File: src/hw/rtl/bgfd_pkg.sv
// ----------------------------------------------------------------------------
// bgfd_pkg: shared types and constants of the binary command frame deframer
// Result codes, field identifiers, bitfield positions and the result type.
// ----------------------------------------------------------------------------
package bgfd_pkg;

  localparam int MAX_FRAME_DEF = 96;

  // Result kinds.
  localparam logic [2:0] KIND_FIELD  = 3'd0;
  localparam logic [2:0] KIND_OK     = 3'd1;
  localparam logic [2:0] KIND_BAD    = 3'd2;
  localparam logic [2:0] KIND_OVF    = 3'd3;
  localparam logic [2:0] KIND_NOTBIN = 3'd4;

  // Field identifiers and cursor codes.
  localparam logic [3:0] FID_N    = 4'd0;
  localparam logic [3:0] FID_M    = 4'd1;
  localparam logic [3:0] FID_G    = 4'd2;
  localparam logic [3:0] FID_T    = 4'd8;
  localparam logic [3:0] FID_TEXT = 4'd14;
  localparam logic [3:0] CUR_NONE = 4'd15;

  // Bit positions in the first bitfield word.
  localparam int BIT_START = 7;
  localparam int BIT_V2    = 12;
  localparam int BIT_TEXT  = 15;

  localparam logic [7:0] SUM_MOD = 8'd255;

  typedef struct packed {
    logic [2:0]  kind;
    logic [3:0]  field_id;
    logic [31:0] value;
    logic        frame_end;
  } result_t;

endpackage

File: src/hw/rtl/bgfd_len.sv
// ----------------------------------------------------------------------------
// bgfd_len: frame length calculator
// Works out the total frame length in bytes from both bitfield words and the
// text length byte.
// ----------------------------------------------------------------------------
module bgfd_len (
  input  logic [15:0] first_bf,
  input  logic [15:0] second_bf,
  input  logic [7:0]  text_len_byte,
  output logic [7:0]  frame_len
);

  logic       v2;
  logic       txt;
  logic [7:0] n_bytes;
  logic [7:0] mg_cnt;
  logic [7:0] wide_cnt;
  logic [7:0] ijr_cnt;
  logic [7:0] text_bytes;
  logic [7:0] tail_bytes;

  always_comb begin
    v2  = first_bf[bgfd_pkg::BIT_V2];
    txt = first_bf[bgfd_pkg::BIT_TEXT];
    n_bytes  = first_bf[0] ? 8'd2 : 8'd0;
    mg_cnt   = 8'(first_bf[1]) + 8'(first_bf[2]);
    wide_cnt = 8'(first_bf[3]) + 8'(first_bf[4]) + 8'(first_bf[5]) + 8'(first_bf[6])
             + 8'(first_bf[8]) + 8'(first_bf[10]) + 8'(first_bf[11]);
    ijr_cnt  = 8'(second_bf[0]) + 8'(second_bf[1]) + 8'(second_bf[2]);
    // The length byte and the text together are capped at 80 bytes.
    text_bytes = (text_len_byte >= 8'd79) ? 8'd80 : text_len_byte + 8'd1;
    if (v2) begin
      tail_bytes = 8'd2 + (ijr_cnt << 2) + (txt ? text_bytes : 8'd0);
    end else begin
      tail_bytes = txt ? 8'd16 : 8'd0;
    end
    frame_len = 8'd4 + n_bytes + (v2 ? (mg_cnt << 1) : mg_cnt) + (wide_cnt << 2)
              + 8'(first_bf[9]) + tail_bytes;
  end

endmodule

File: src/hw/rtl/bgfd_core.sv
// ----------------------------------------------------------------------------
// bgfd_core: frame state and per-byte decode
// Holds the frame state and, for each byte that moves on, works out the
// next state and at most one result.
// ----------------------------------------------------------------------------
module bgfd_core #(
  parameter int MAX_FRAME = bgfd_pkg::MAX_FRAME_DEF
) (
  input  logic              clk,
  input  logic              rst_n,
  input  logic              advance,
  input  logic [7:0]        rx_byte,
  output logic              res_valid,
  output bgfd_pkg::result_t res
);

  logic [7:0]  position_r, position_nxt;
  logic [7:0]  frame_length_r, frame_length_nxt;
  logic [15:0] first_bf_r, first_bf_nxt;
  logic [15:0] second_bf_r, second_bf_nxt;
  logic [7:0]  sum_lo_r, sum_lo_nxt;
  logic [7:0]  sum_hi_r, sum_hi_nxt;
  logic [31:0] field_shift_r, field_shift_nxt;
  logic [3:0]  field_cursor_r, field_cursor_nxt;
  logic        low_match_r, low_match_nxt;
  logic [1:0]  field_count_r, field_count_nxt;

  logic [15:0] first_bf_w;
  logic [15:0] second_bf_w;
  logic [7:0]  len_byte;
  logic [7:0]  new_len;
  logic        len_ovf;
  logic        v2_w;
  logic        txt_w;
  logic [8:0]  pos_plus2;
  logic [8:0]  len_ext;
  logic [7:0]  lo_add;
  logic [7:0]  hi_add;
  logic [2:0]  cnt_inc;
  logic [31:0] shift_w;
  logic        do_clear;

  function automatic logic [7:0] add_mod(input logic [7:0] a, input logic [7:0] b);
    logic [8:0] s;
    s = {1'b0, a} + {1'b0, b};
    if (s >= {1'b0, bgfd_pkg::SUM_MOD}) begin
      s = s - {1'b0, bgfd_pkg::SUM_MOD};
    end
    return s[7:0];
  endfunction

  function automatic logic [2:0] size_of(input logic [3:0] id, input logic v2);
    logic [2:0] sz;
    sz = 3'd4;
    if (id == bgfd_pkg::FID_N) begin
      sz = 3'd2;
    end else if (id == bgfd_pkg::FID_M || id == bgfd_pkg::FID_G) begin
      sz = v2 ? 3'd2 : 3'd1;
    end else if (id == bgfd_pkg::FID_T) begin
      sz = 3'd1;
    end
    return sz;
  endfunction

  // Lowest present field at or above 'from', else text or nothing.
  function automatic logic [3:0] next_field(input logic [3:0] from, input logic [15:0] fb,
                                            input logic [15:0] sb);
    logic [13:0] pv;
    logic [3:0]  id;
    pv = {sb[2:0] & {3{fb[bgfd_pkg::BIT_V2]}}, fb[11:8], fb[6:0]};
    id = fb[bgfd_pkg::BIT_TEXT] ? bgfd_pkg::FID_TEXT : bgfd_pkg::CUR_NONE;
    for (int k = 13; k >= 0; k--) begin
      if (pv[k] && (4'(k) >= from)) begin
        id = 4'(k);
      end
    end
    return id;
  endfunction

  bgfd_len u_len (
    .first_bf      (first_bf_w),
    .second_bf     (second_bf_w),
    .text_len_byte (len_byte),
    .frame_len     (new_len)
  );

  always_comb begin
    first_bf_w  = first_bf_r;
    second_bf_w = second_bf_r;
    if (position_r == 8'd1) begin
      first_bf_w[15:8] = rx_byte;
    end
    if (first_bf_r[bgfd_pkg::BIT_V2] && position_r == 8'd3) begin
      second_bf_w[15:8] = rx_byte;
    end
    v2_w     = first_bf_w[bgfd_pkg::BIT_V2];
    txt_w    = first_bf_w[bgfd_pkg::BIT_TEXT];
    len_byte = (v2_w && txt_w && position_r == 8'd4) ? rx_byte : 8'd0;
    len_ovf  = new_len > 8'(MAX_FRAME);

    pos_plus2 = {1'b0, position_r} + 9'd2;
    len_ext   = {1'b0, frame_length_r};
    lo_add    = add_mod(sum_lo_r, rx_byte);
    hi_add    = add_mod(sum_hi_r, lo_add);
    cnt_inc   = {1'b0, field_count_r} + 3'd1;
    shift_w   = field_shift_r | (32'(rx_byte) << {field_count_r, 3'b000});

    position_nxt     = position_r;
    frame_length_nxt = frame_length_r;
    first_bf_nxt     = first_bf_r;
    second_bf_nxt    = second_bf_r;
    sum_lo_nxt       = sum_lo_r;
    sum_hi_nxt       = sum_hi_r;
    field_shift_nxt  = field_shift_r;
    field_cursor_nxt = field_cursor_r;
    low_match_nxt    = low_match_r;
    field_count_nxt  = field_count_r;
    do_clear         = 1'b0;
    res_valid        = 1'b0;
    res              = '0;

    if (position_r == 8'd0) begin
      if (rx_byte == 8'd0) begin
        res_valid = 1'b0;
      end else if (!rx_byte[bgfd_pkg::BIT_START]) begin
        res_valid = 1'b1;
        res.kind  = bgfd_pkg::KIND_NOTBIN;
        res.value = 32'(rx_byte);
      end else begin
        position_nxt     = 8'd1;
        frame_length_nxt = 8'd0;
        first_bf_nxt     = 16'(rx_byte);
        second_bf_nxt    = 16'd0;
        sum_lo_nxt       = add_mod(8'd0, rx_byte);
        sum_hi_nxt       = sum_lo_nxt;
        field_shift_nxt  = 32'd0;
        field_cursor_nxt = 4'd0;
        low_match_nxt    = 1'b0;
        field_count_nxt  = 2'd0;
      end
    end else begin
      position_nxt = position_r + 8'd1;
      // Checksum bytes stay out of the running sums once the length is known.
      if (frame_length_r == 8'd0 || pos_plus2 < len_ext) begin
        sum_lo_nxt = lo_add;
        sum_hi_nxt = hi_add;
      end
      if (position_r == 8'd1) begin
        first_bf_nxt = first_bf_w;
        if (!v2_w) begin
          if (len_ovf) begin
            do_clear = 1'b1;
          end else begin
            frame_length_nxt = new_len;
            field_cursor_nxt = next_field(4'd0, first_bf_w, second_bf_w);
          end
        end
      end else if (v2_w && position_r == 8'd2) begin
        second_bf_nxt = 16'(rx_byte);
      end else if (v2_w && position_r == 8'd3) begin
        second_bf_nxt = second_bf_w;
        if (len_ovf) begin
          do_clear = 1'b1;
        end else begin
          frame_length_nxt = new_len;
          if (!txt_w) begin
            field_cursor_nxt = next_field(4'd0, first_bf_w, second_bf_w);
          end
        end
      end else if (v2_w && txt_w && position_r == 8'd4) begin
        if (len_ovf) begin
          do_clear = 1'b1;
        end else begin
          frame_length_nxt = new_len;
          field_cursor_nxt = next_field(4'd0, first_bf_w, second_bf_w);
        end
      end else if (frame_length_r < 8'd4) begin
        do_clear = 1'b1;
      end else if (pos_plus2 < len_ext) begin
        if (field_cursor_r < bgfd_pkg::FID_TEXT) begin
          if (cnt_inc >= size_of(field_cursor_r, v2_w)) begin
            res_valid        = 1'b1;
            res.kind         = bgfd_pkg::KIND_FIELD;
            res.field_id     = field_cursor_r;
            res.value        = shift_w;
            field_shift_nxt  = 32'd0;
            field_count_nxt  = 2'd0;
            field_cursor_nxt = next_field(field_cursor_r + 4'd1, first_bf_r, second_bf_r);
          end else begin
            field_shift_nxt = shift_w;
            field_count_nxt = cnt_inc[1:0];
          end
        end else if (field_cursor_r == bgfd_pkg::FID_TEXT) begin
          res_valid    = 1'b1;
          res.kind     = bgfd_pkg::KIND_FIELD;
          res.field_id = bgfd_pkg::FID_TEXT;
          res.value    = 32'(rx_byte);
        end
      end else if (pos_plus2 == len_ext) begin
        low_match_nxt = (rx_byte == sum_lo_r);
      end else begin
        res_valid     = 1'b1;
        res.kind      = (low_match_r && rx_byte == sum_hi_r) ? bgfd_pkg::KIND_OK
                                                             : bgfd_pkg::KIND_BAD;
        res.value     = {second_bf_r, first_bf_r};
        res.frame_end = 1'b1;
        do_clear      = 1'b1;
      end
      // An overflow reports both bitfield words as they stand after this byte.
      if (do_clear && (position_r < 8'd5) && frame_length_r != 8'd4 && len_ovf &&
          (position_r == 8'd1 || position_r == 8'd3 || position_r == 8'd4) &&
          !res_valid) begin
        res_valid     = 1'b1;
        res.kind      = bgfd_pkg::KIND_OVF;
        res.value     = {second_bf_w, first_bf_w};
        res.frame_end = 1'b1;
      end
    end

    if (do_clear) begin
      position_nxt     = 8'd0;
      frame_length_nxt = 8'd0;
      first_bf_nxt     = 16'd0;
      second_bf_nxt    = 16'd0;
      sum_lo_nxt       = 8'd0;
      sum_hi_nxt       = 8'd0;
      field_shift_nxt  = 32'd0;
      field_cursor_nxt = 4'd0;
      low_match_nxt    = 1'b0;
      field_count_nxt  = 2'd0;
    end
  end

  always_ff @(posedge clk) begin
    if (!rst_n) begin
      position_r     <= 8'd0;
      frame_length_r <= 8'd0;
      first_bf_r     <= 16'd0;
      second_bf_r    <= 16'd0;
      sum_lo_r       <= 8'd0;
      sum_hi_r       <= 8'd0;
      field_shift_r  <= 32'd0;
      field_cursor_r <= 4'd0;
      low_match_r    <= 1'b0;
      field_count_r  <= 2'd0;
    end else if (advance) begin
      position_r     <= position_nxt;
      frame_length_r <= frame_length_nxt;
      first_bf_r     <= first_bf_nxt;
      second_bf_r    <= second_bf_nxt;
      sum_lo_r       <= sum_lo_nxt;
      sum_hi_r       <= sum_hi_nxt;
      field_shift_r  <= field_shift_nxt;
      field_cursor_r <= field_cursor_nxt;
      low_match_r    <= low_match_nxt;
      field_count_r  <= field_count_nxt;
    end
  end

endmodule

File: src/hw/rtl/binary_gcode_frame_deframer.sv
// ----------------------------------------------------------------------------
// binary_gcode_frame_deframer: binary command frame deframer
// Splits a serial byte stream into binary command frames, emits each field
// and text byte and gives a Fletcher-16 checksum verdict per frame.
// ----------------------------------------------------------------------------
// The block takes one byte per cycle while no result waits on out_tready: a
// byte lands in the input register, is decoded against the frame state
// combinationally and its result, if any, is registered in the output
// register, from where it is presented. Zero bytes between frames produce
// nothing; every other byte outside a frame with bit 7 clear gives a
// not-binary result. Each frame ends in exactly one result with tlast set: a
// good or bad checksum verdict, or an overflow as soon as the known frame
// length exceeds MAX_FRAME, after which the following bytes are taken as
// fresh input. A result that waits on out_tready holds one further byte in
// the input register; beyond that the input side stalls.
module binary_gcode_frame_deframer #(
  parameter int MAX_FRAME = bgfd_pkg::MAX_FRAME_DEF
) (
  input  logic        clk,
  input  logic        rst_n,
  input  logic        in_tvalid,
  output logic        in_tready,
  input  logic [7:0]  in_tdata,   // [7:0] rx_byte
  output logic        out_tvalid,
  input  logic        out_tready,
  output logic [39:0] out_tdata,  // [3:0] field_id, [35:4] value, [39:36] zero
  output logic [2:0]  out_tuser,  // [2:0] kind
  output logic        out_tlast   // frame_end
);

  logic              in_valid_r;
  logic [7:0]        in_byte_r;
  logic              out_valid_r;
  bgfd_pkg::result_t out_r;
  logic              advance;
  logic              res_valid;
  bgfd_pkg::result_t res;

  assign advance   = in_valid_r && (!out_valid_r || out_tready);
  assign in_tready = !in_valid_r || advance;

  bgfd_core #(
    .MAX_FRAME (MAX_FRAME)
  ) u_core (
    .clk       (clk),
    .rst_n     (rst_n),
    .advance   (advance),
    .rx_byte   (in_byte_r),
    .res_valid (res_valid),
    .res       (res)
  );

  always_ff @(posedge clk) begin
    if (!rst_n) begin
      in_valid_r <= 1'b0;
    end else if (in_tvalid && in_tready) begin
      in_valid_r <= 1'b1;
    end else if (advance) begin
      in_valid_r <= 1'b0;
    end
  end

  always_ff @(posedge clk) begin
    if (in_tvalid && in_tready) begin
      in_byte_r <= in_tdata;
    end
  end

  always_ff @(posedge clk) begin
    if (!rst_n) begin
      out_valid_r <= 1'b0;
    end else if (advance) begin
      out_valid_r <= res_valid;
    end else if (out_tready) begin
      out_valid_r <= 1'b0;
    end
  end

  always_ff @(posedge clk) begin
    if (advance && res_valid) begin
      out_r <= res;
    end
  end

  assign out_tvalid = out_valid_r;
  assign out_tdata  = {4'd0, out_r.value, out_r.field_id};
  assign out_tuser  = out_r.kind;
  assign out_tlast  = out_r.frame_end;

endmodule

File: config.mk
export PLATFORM = sky130hd
export DESIGN_NAME = binary_gcode_frame_deframer
export DESIGN_NICKNAME = d
export VERILOG_FILES = /design/src/hw/rtl/bgfd_pkg.sv /design/src/hw/rtl/bgfd_len.sv /design/src/hw/rtl/bgfd_core.sv /design/src/hw/rtl/binary_gcode_frame_deframer.sv
export SDC_FILE = /design/constraint.sdc
export NUM_CORES = 1
export LEC_CHECK = 0
export BUFFER_PORTS_ARGS = -buffer_cell sky130_fd_sc_hd__buf_2
export CORE_MARGIN = 3
export CORE_UTILIZATION = 50
export CTS_BUF_LIST = sky130_fd_sc_hd__clkbuf_8
export CTS_CLUSTER_SIZE = 16
export DETAILED_ROUTE_END_ITERATION = 7
export HOLD_SLACK_MARGIN = 0.02
export PLACE_DENSITY_LB_ADDON = 0.2
export SKIP_LAST_GASP = 1
export SYNTH_ARGS = -nofsm -noshare
export SYNTH_HDL_FRONTEND = slang
export SYNTH_HIERARCHICAL = 1
export SYNTH_SLANG_ARGS = --single-unit
File: constraint.sdc
create_clock -name clk -period 10 [get_ports clk]
set_clock_uncertainty 0.05 [all_clocks]
set_input_delay 1.5 -clock clk [delete_from_list [all_inputs] [get_ports clk]]
set_output_delay 1.5 -clock clk [all_outputs]
set_load 0.01 [all_outputs]
==> flow_summary.ini, run 1 <==
[worst_setup_path]
rrSetupSlack_ns = 1.97
crit_type = flop to flop
worstPathMaxFanout = 27
cp.arrival_ns = 8.28
start_kind = flop
end_kind = flop
crit_required_ns = 10.25

[drt]
drtIter0Drc = 814
drt_pre_antenna_iters = 6
viasPerCell = 6.26
vias = 9888
ant_nets = 0
drc = 0
routedWlPerCell_um = 20.0
wl_mm = 31.6

[power]
power_density_mw_per_mm2 = 118
vdd_drop_max_mv = 0.0801
power_mw = 1.35
p_leak_nw = 4.35

[place]
gp_congestion = 0.943
dpl_cell_area_sq_mm = 0.0111
port_buffers = 53
dp_cells = 1548
place_hpwl_mm = 22.1
place_ws_ns = 2.10

[clock_tree]
postCtsHoldBufs = 0
clock_latency_ns = 0.47
clk_pin_slew_worst_paths_ns = 0.09
clock_path_buffers = 2
cts_tree = yes
cts_resized = 0
cts_made_buffers = 17
cts_root_buf = clkbuf_8
htree_num_levels = 4
clock-sinks = 153
post_cts_buffers = 0

[logic_synthesis]
synth-seq-cells = 153
synth-edff-count = 48
yosys_most_used_dff = dfxtp_1
netlist_area_sq_mm = 0.0107
synth_cell_types = 95
avgSynthCellArea_sq_um = 8.37
async_flop_share_pct = 0
ys_seq_area_share_pct = 33.1
synthCells = 1279
ys_warn_count = 6

[floorplanning]
dieHeight_um = 152
dieArea_sq_mm = 0.0232
core_area_sq_mm = 0.0206
die_w_um = 152
io_pins = 58
initial_utilization_pct = 51.9
num_rows = 52

[finish]
fin_nets = 1384
final_common_cell = nand2_1
insertedDiodeCount = 0
stdcell_count = 1580
synthToLayoutAreaGrowth_pct = 7.32
finish.utilization_pct = 55.7
drive_gt1_share_pct = 11.6
final_cell_mix = nand2_1 (131), nor2_1 (115), dfxtp_1 (105), a21oi_1 (96), o21ai_0 (68)
final_cell_area_sq_mm = 0.0115

[outcome]
outcome = complete, no violations

[timing]
rsz0062_at_grt = false
setup_ws_ns = 1.97
fmax_mhz = 124
whs_ns = 0.421
drv_slew = 0
finalSetupViolations = 0
tightest_slew_ns = 1.19
final_hold_viol_count = 0
fin_crit_ns = 8.03
tns_ns = 0
relSlewSlack_pct = 20.5
period_share_pct = 80.3

[global_routing]
grt_pass1_vias = 9288
grt_usage_pct = 26.7
overflow = 0
grt_max_degree = 41
antenna_found_initial = 0
grt_pass1_wl_mm = 50.6

[job]
cap_violations = 0

[min_path]
hold_path_class = flop to flop
[registers in the layout, indices dropped and copies added (netlist names), 2 cells and up]
name	count
in_byte_r	8
out_tdata	36
out_tuser	3
u_core/field_count_r	2
u_core/field_cursor_r	4
u_core/field_shift_r	32
u_core/first_bf_r	16
u_core/frame_length_r	8
u_core/position_r	8
u_core/second_bf_r	16
u_core/sum_hi_r	8
u_core/sum_lo_r	8
[Yosys cell counts (9+ instances only)]
cell | n | area (sq um)
o21ai_0 | 68 | 340
and3_1 | 12 | 75.1
nor2_1 | 116 | 435
o2bb2ai_1 | 25 | 219
or3_1 | 9 | 56.3
ha_1 | 63 | 788
a21o_1 | 13 | 97.6
fa_1 | 12 | 240
and2_1 | 13 | 81.3
a21oi_1 | 96 | 480
clkbuf_1 | 47 | 176
edfxtp_1 | 48 | 1440
nand3_1 | 39 | 195
o31ai_1 | 12 | 90.1
inv_1 | 60 | 225
mux2_2 | 12 | 135
o21a_1 | 44 | 330
nand4_1 | 19 | 119
nor3_1 | 37 | 185
nor2b_1 | 13 | 81.3
a22o_1 | 24 | 210
xor2_1 | 12 | 105
mux2i_1 | 10 | 100
nand2b_1 | 16 | 100
xnor2_1 | 23 | 201
nand2_1 | 131 | 492
a31oi_1 | 13 | 81.3
nor4_1 | 11 | 68.8
buf_2 | 19 | 95.1
dfxtp_1 | 105 | 2100
[final timing paths]
path                             to  depth (start not counted)              startpoint
max                   out_tdata[17]                         25    u_core/position_r[1]
min          u_core/second_bf_r[10]                          2  u_core/second_bf_r[10]
min reg2reg  u_core/second_bf_r[10]                          2  u_core/second_bf_r[10]
max reg2reg           out_tdata[17]                         25    u_core/position_r[1]
[power breakdown]
| group | internal [mW] | leakage, nW | switching (mW) |
|---|---|---|---|
| clock | 0.176 | 0.180 | 0.260 |
| combinational | 0.0861 | 2.87 | 0.164 |
| sequential | 0.653 | 1.29 | 0.0118 |
| total | 0.915 | 4.35 | 0.436 |
[cell type report]
class | instances | area [sq um]
timing repair buffer | 70 | 393
sequential | 153 | 3540
clock inverter | 15 | 113
clock buffer | 17 | 234
tap | 270 | 338
fill | 1938 | 9140
multi-input combinational | 993 | 6640
inverter | 62 | 233
[kinds of logic after synthesis]
kind of cell,count (synthesis),synth area share (%)
simple gates,455,20.9
compound gates,400,25.7
flops,153,33.1
buf+inv,136,5.20
fa+ha+maj,75,9.61
xor+xnor,35,2.86
mux,24,2.55
other cells,1,0.0350
[worst max-delay path, cell delays in order (launching register included)]
cell,delay [ns]
dfxtp_1,0.38
inv_1,0.15
ha_1,0.38
nand3_2,0.55
mux2i_1,0.47
inv_1,0.12
inv_1,0.09
fa_1,0.43
fa_1,0.38
inv_1,0.12
fa_1,0.42
ha_1,0.30
ha_1,0.29
ha_1,0.27
a21o_1,0.10
a21oi_1,0.09
or4b_2,0.61
o2111ai_1,0.13
nor3_1,0.09
a21oi_1,0.15
buf_4,0.22
o32ai_1,0.11
o21bai_2,0.38
a211o_1,0.41
nor2_1,0.92
o2bb2ai_1,0.22
[layer usage]
metal	part of all wire [%]	GRT usage, %	vias to the layer above
li1	-	-	4714
met3	7.9	4.69	74
met5	0	0	-
met2	46	43.4	436
met1	43	36.1	4664
met4	3.0	9.16	0
No activity file was read; power rests on OpenSTA's default activity.
==> inputs of run 2 (changes only) <==
==> constraint.sdc (replaced) <==
create_clock -name clk -period 8 [get_ports clk]
set_clock_uncertainty 0.05 [all_clocks]
set_input_delay 1.2 -clock clk [delete_from_list [all_inputs] [get_ports clk]]
set_output_delay 1.2 -clock clk [all_outputs]
set_load 0.01 [all_outputs]
==> flow_summary.ini, run 2 (synthesis gave the netlist of run 1 again) <==
[outcome]
outcome = complete, no violations

[clock_tree]
cts_root_buf = clkbuf_8
clk_pin_slew_worst_paths_ns = 0.10
clock-sinks = 153
htree_num_levels = 4
clock_latency_ns = 0.47
clock_path_buffers = 2
cts_tree = yes
cts_made_buffers = 17
postCtsHoldBufs = 0

[worst_setup_path]
cp.arrival_ns = 7.60
crit_type = flop to flop
cp_top_family = simple AND/OR/NAND/NOR gates
crit_required_ns = 8.23
worstPathMaxFanout = 19
cp.buffers_inverters = 5
crit_top_cell = ha_1
end_kind = flop
slowest_stage = or4b_2
cpPeakStageDelay_ns = 0.67
start_kind = flop

[global_routing]
antenna_found_initial = 0
grt_pass1_vias = 9237
grt_usage_pct = 26.6
overflow = 0
grt_pass1_wl_mm = 50.6
grt_max_degree = 41

[place]
place_hpwl_mm = 22.5
gp_congestion = 0.951
dpl_cell_area_sq_mm = 0.0112
port_buffers = 53

[floorplanning]
dieArea_sq_mm = 0.0232
die_w_um = 152
io_pins = 58
num_rows = 52
core_area_sq_mm = 0.0206
initial_utilization_pct = 51.9
dieHeight_um = 152

[finish]
final_cell_mix = nand2_1 (131), nor2_1 (114), dfxtp_1 (105), a21oi_1 (96), o21ai_0 (68)
final_common_cell = nand2_1
insertedDiodeCount = 0
fin_nets = 1389
synthToLayoutAreaGrowth_pct = 8.59
largest_register_ffs = 36
final_cell_area_sq_mm = 0.0116
drive_gt1_share_pct = 12.2

[power]
vdd_drop_max_mv = 0.0977
p_leak_nw = 4.41
power_mw = 1.79
power_density_mw_per_mm2 = 154

[drt]
drt_pre_antenna_iters = 5
viasPerCell = 6.26
drtIter0Drc = 915
ant_nets = 0
routedWlPerCell_um = 20.1
wl_mm = 31.8
drc = 0
vias = 9917

[timing]
period_share_pct = 92.1
fin_crit_ns = 7.37
relSlewSlack_pct = 27.7
final_hold_viol_count = 0
rsz0062_at_grt = false
fmax_mhz = 136
finalSetupViolations = 0
tns_ns = 0
tightest_slew_ns = 1.08
drv_slew = 0

[min_path]
hold_path_class = flop to flop

[job]
cap_violations = 0
==> run 2: changes by cell type in the layout (fill, tap and decap cells not counted), moves of 2 or more <==
| cell | before | now |
|---|---|---|
| buf_4 | 17 | 21 |
| bufinv_16 | 0 | 2 |
| clkinv_2 | 3 | 1 |
| inv_8 | 2 | 4 |
==> run 2: through the flow <==
step                hold slack (ns)  util (%)  setup WS [ns]  std cells
finish                        0.418      56.4          0.629       1585
global route                  0.438      56.4         0.0743       1585
CTS                           0.420      56.3          0.563       1585
detailed placement            0.403      54.3          0.612       1553
global placement              0.397      54.3          0.842       1553
floorplan                     0.389         -          0.307       1282
==> run 2: layer usage <==
| metal | share of wire (%) | vias to the layer above | track usage (%) |
|---|---|---|---|
| li1 | - | 4729 | - |
| met1 | 44 | 4732 | 36.6 |
| met2 | 46 | 381 | 42.6 |
| met3 | 6.6 | 75 | 3.75 |
| met4 | 3.2 | 0 | 9.97 |
| met5 | 0 | - | 0 |
==> run 2: repair_timing <==
| action | CTS | global route |
|---|---|---|
| setup buffers | 0 | 0 |
| resized for setup | 0 | 2 |
| endpoints found under the setup margin | 0 | 29 |
==> run 2: worst min-delay path: cells and delay by family (launching register included) <==
family          cells  cell delay [ns]
flops               1             0.33
simple gates        1             0.06
compound gates      1             0.05
==> run 2: final cells by class <==
type | instances | area, sq um
clock buffers | 18 | 248
clock inverters | 14 | 178
fillers | 1924 | 9000
inverters | 62 | 233
multi-input cells | 993 | 6640
flip-flops and latches | 153 | 3540
well taps | 270 | 338
repair buffers | 75 | 443
==> run 2: power by group <==
group          internal, mW  total (mW)  switching [mW]
logic                 0.109       0.317           0.207
registers             0.816       0.831          0.0148
clock network         0.301       0.642           0.341
total                  1.23        1.79           0.563
==> run 2: path summary, 6_finish.rpt <==
check,startpoint,to,slack (ns),cells past startpoint
min reg2reg,u_core/second_bf_r[12],u_core/second_bf_r[12],0.42,2
min,u_core/second_bf_r[12],u_core/second_bf_r[12],0.42,2
max,u_core/position_r[0],out_tuser[1],0.63,29
max reg2reg,u_core/position_r[0],out_tuser[1],0.63,29
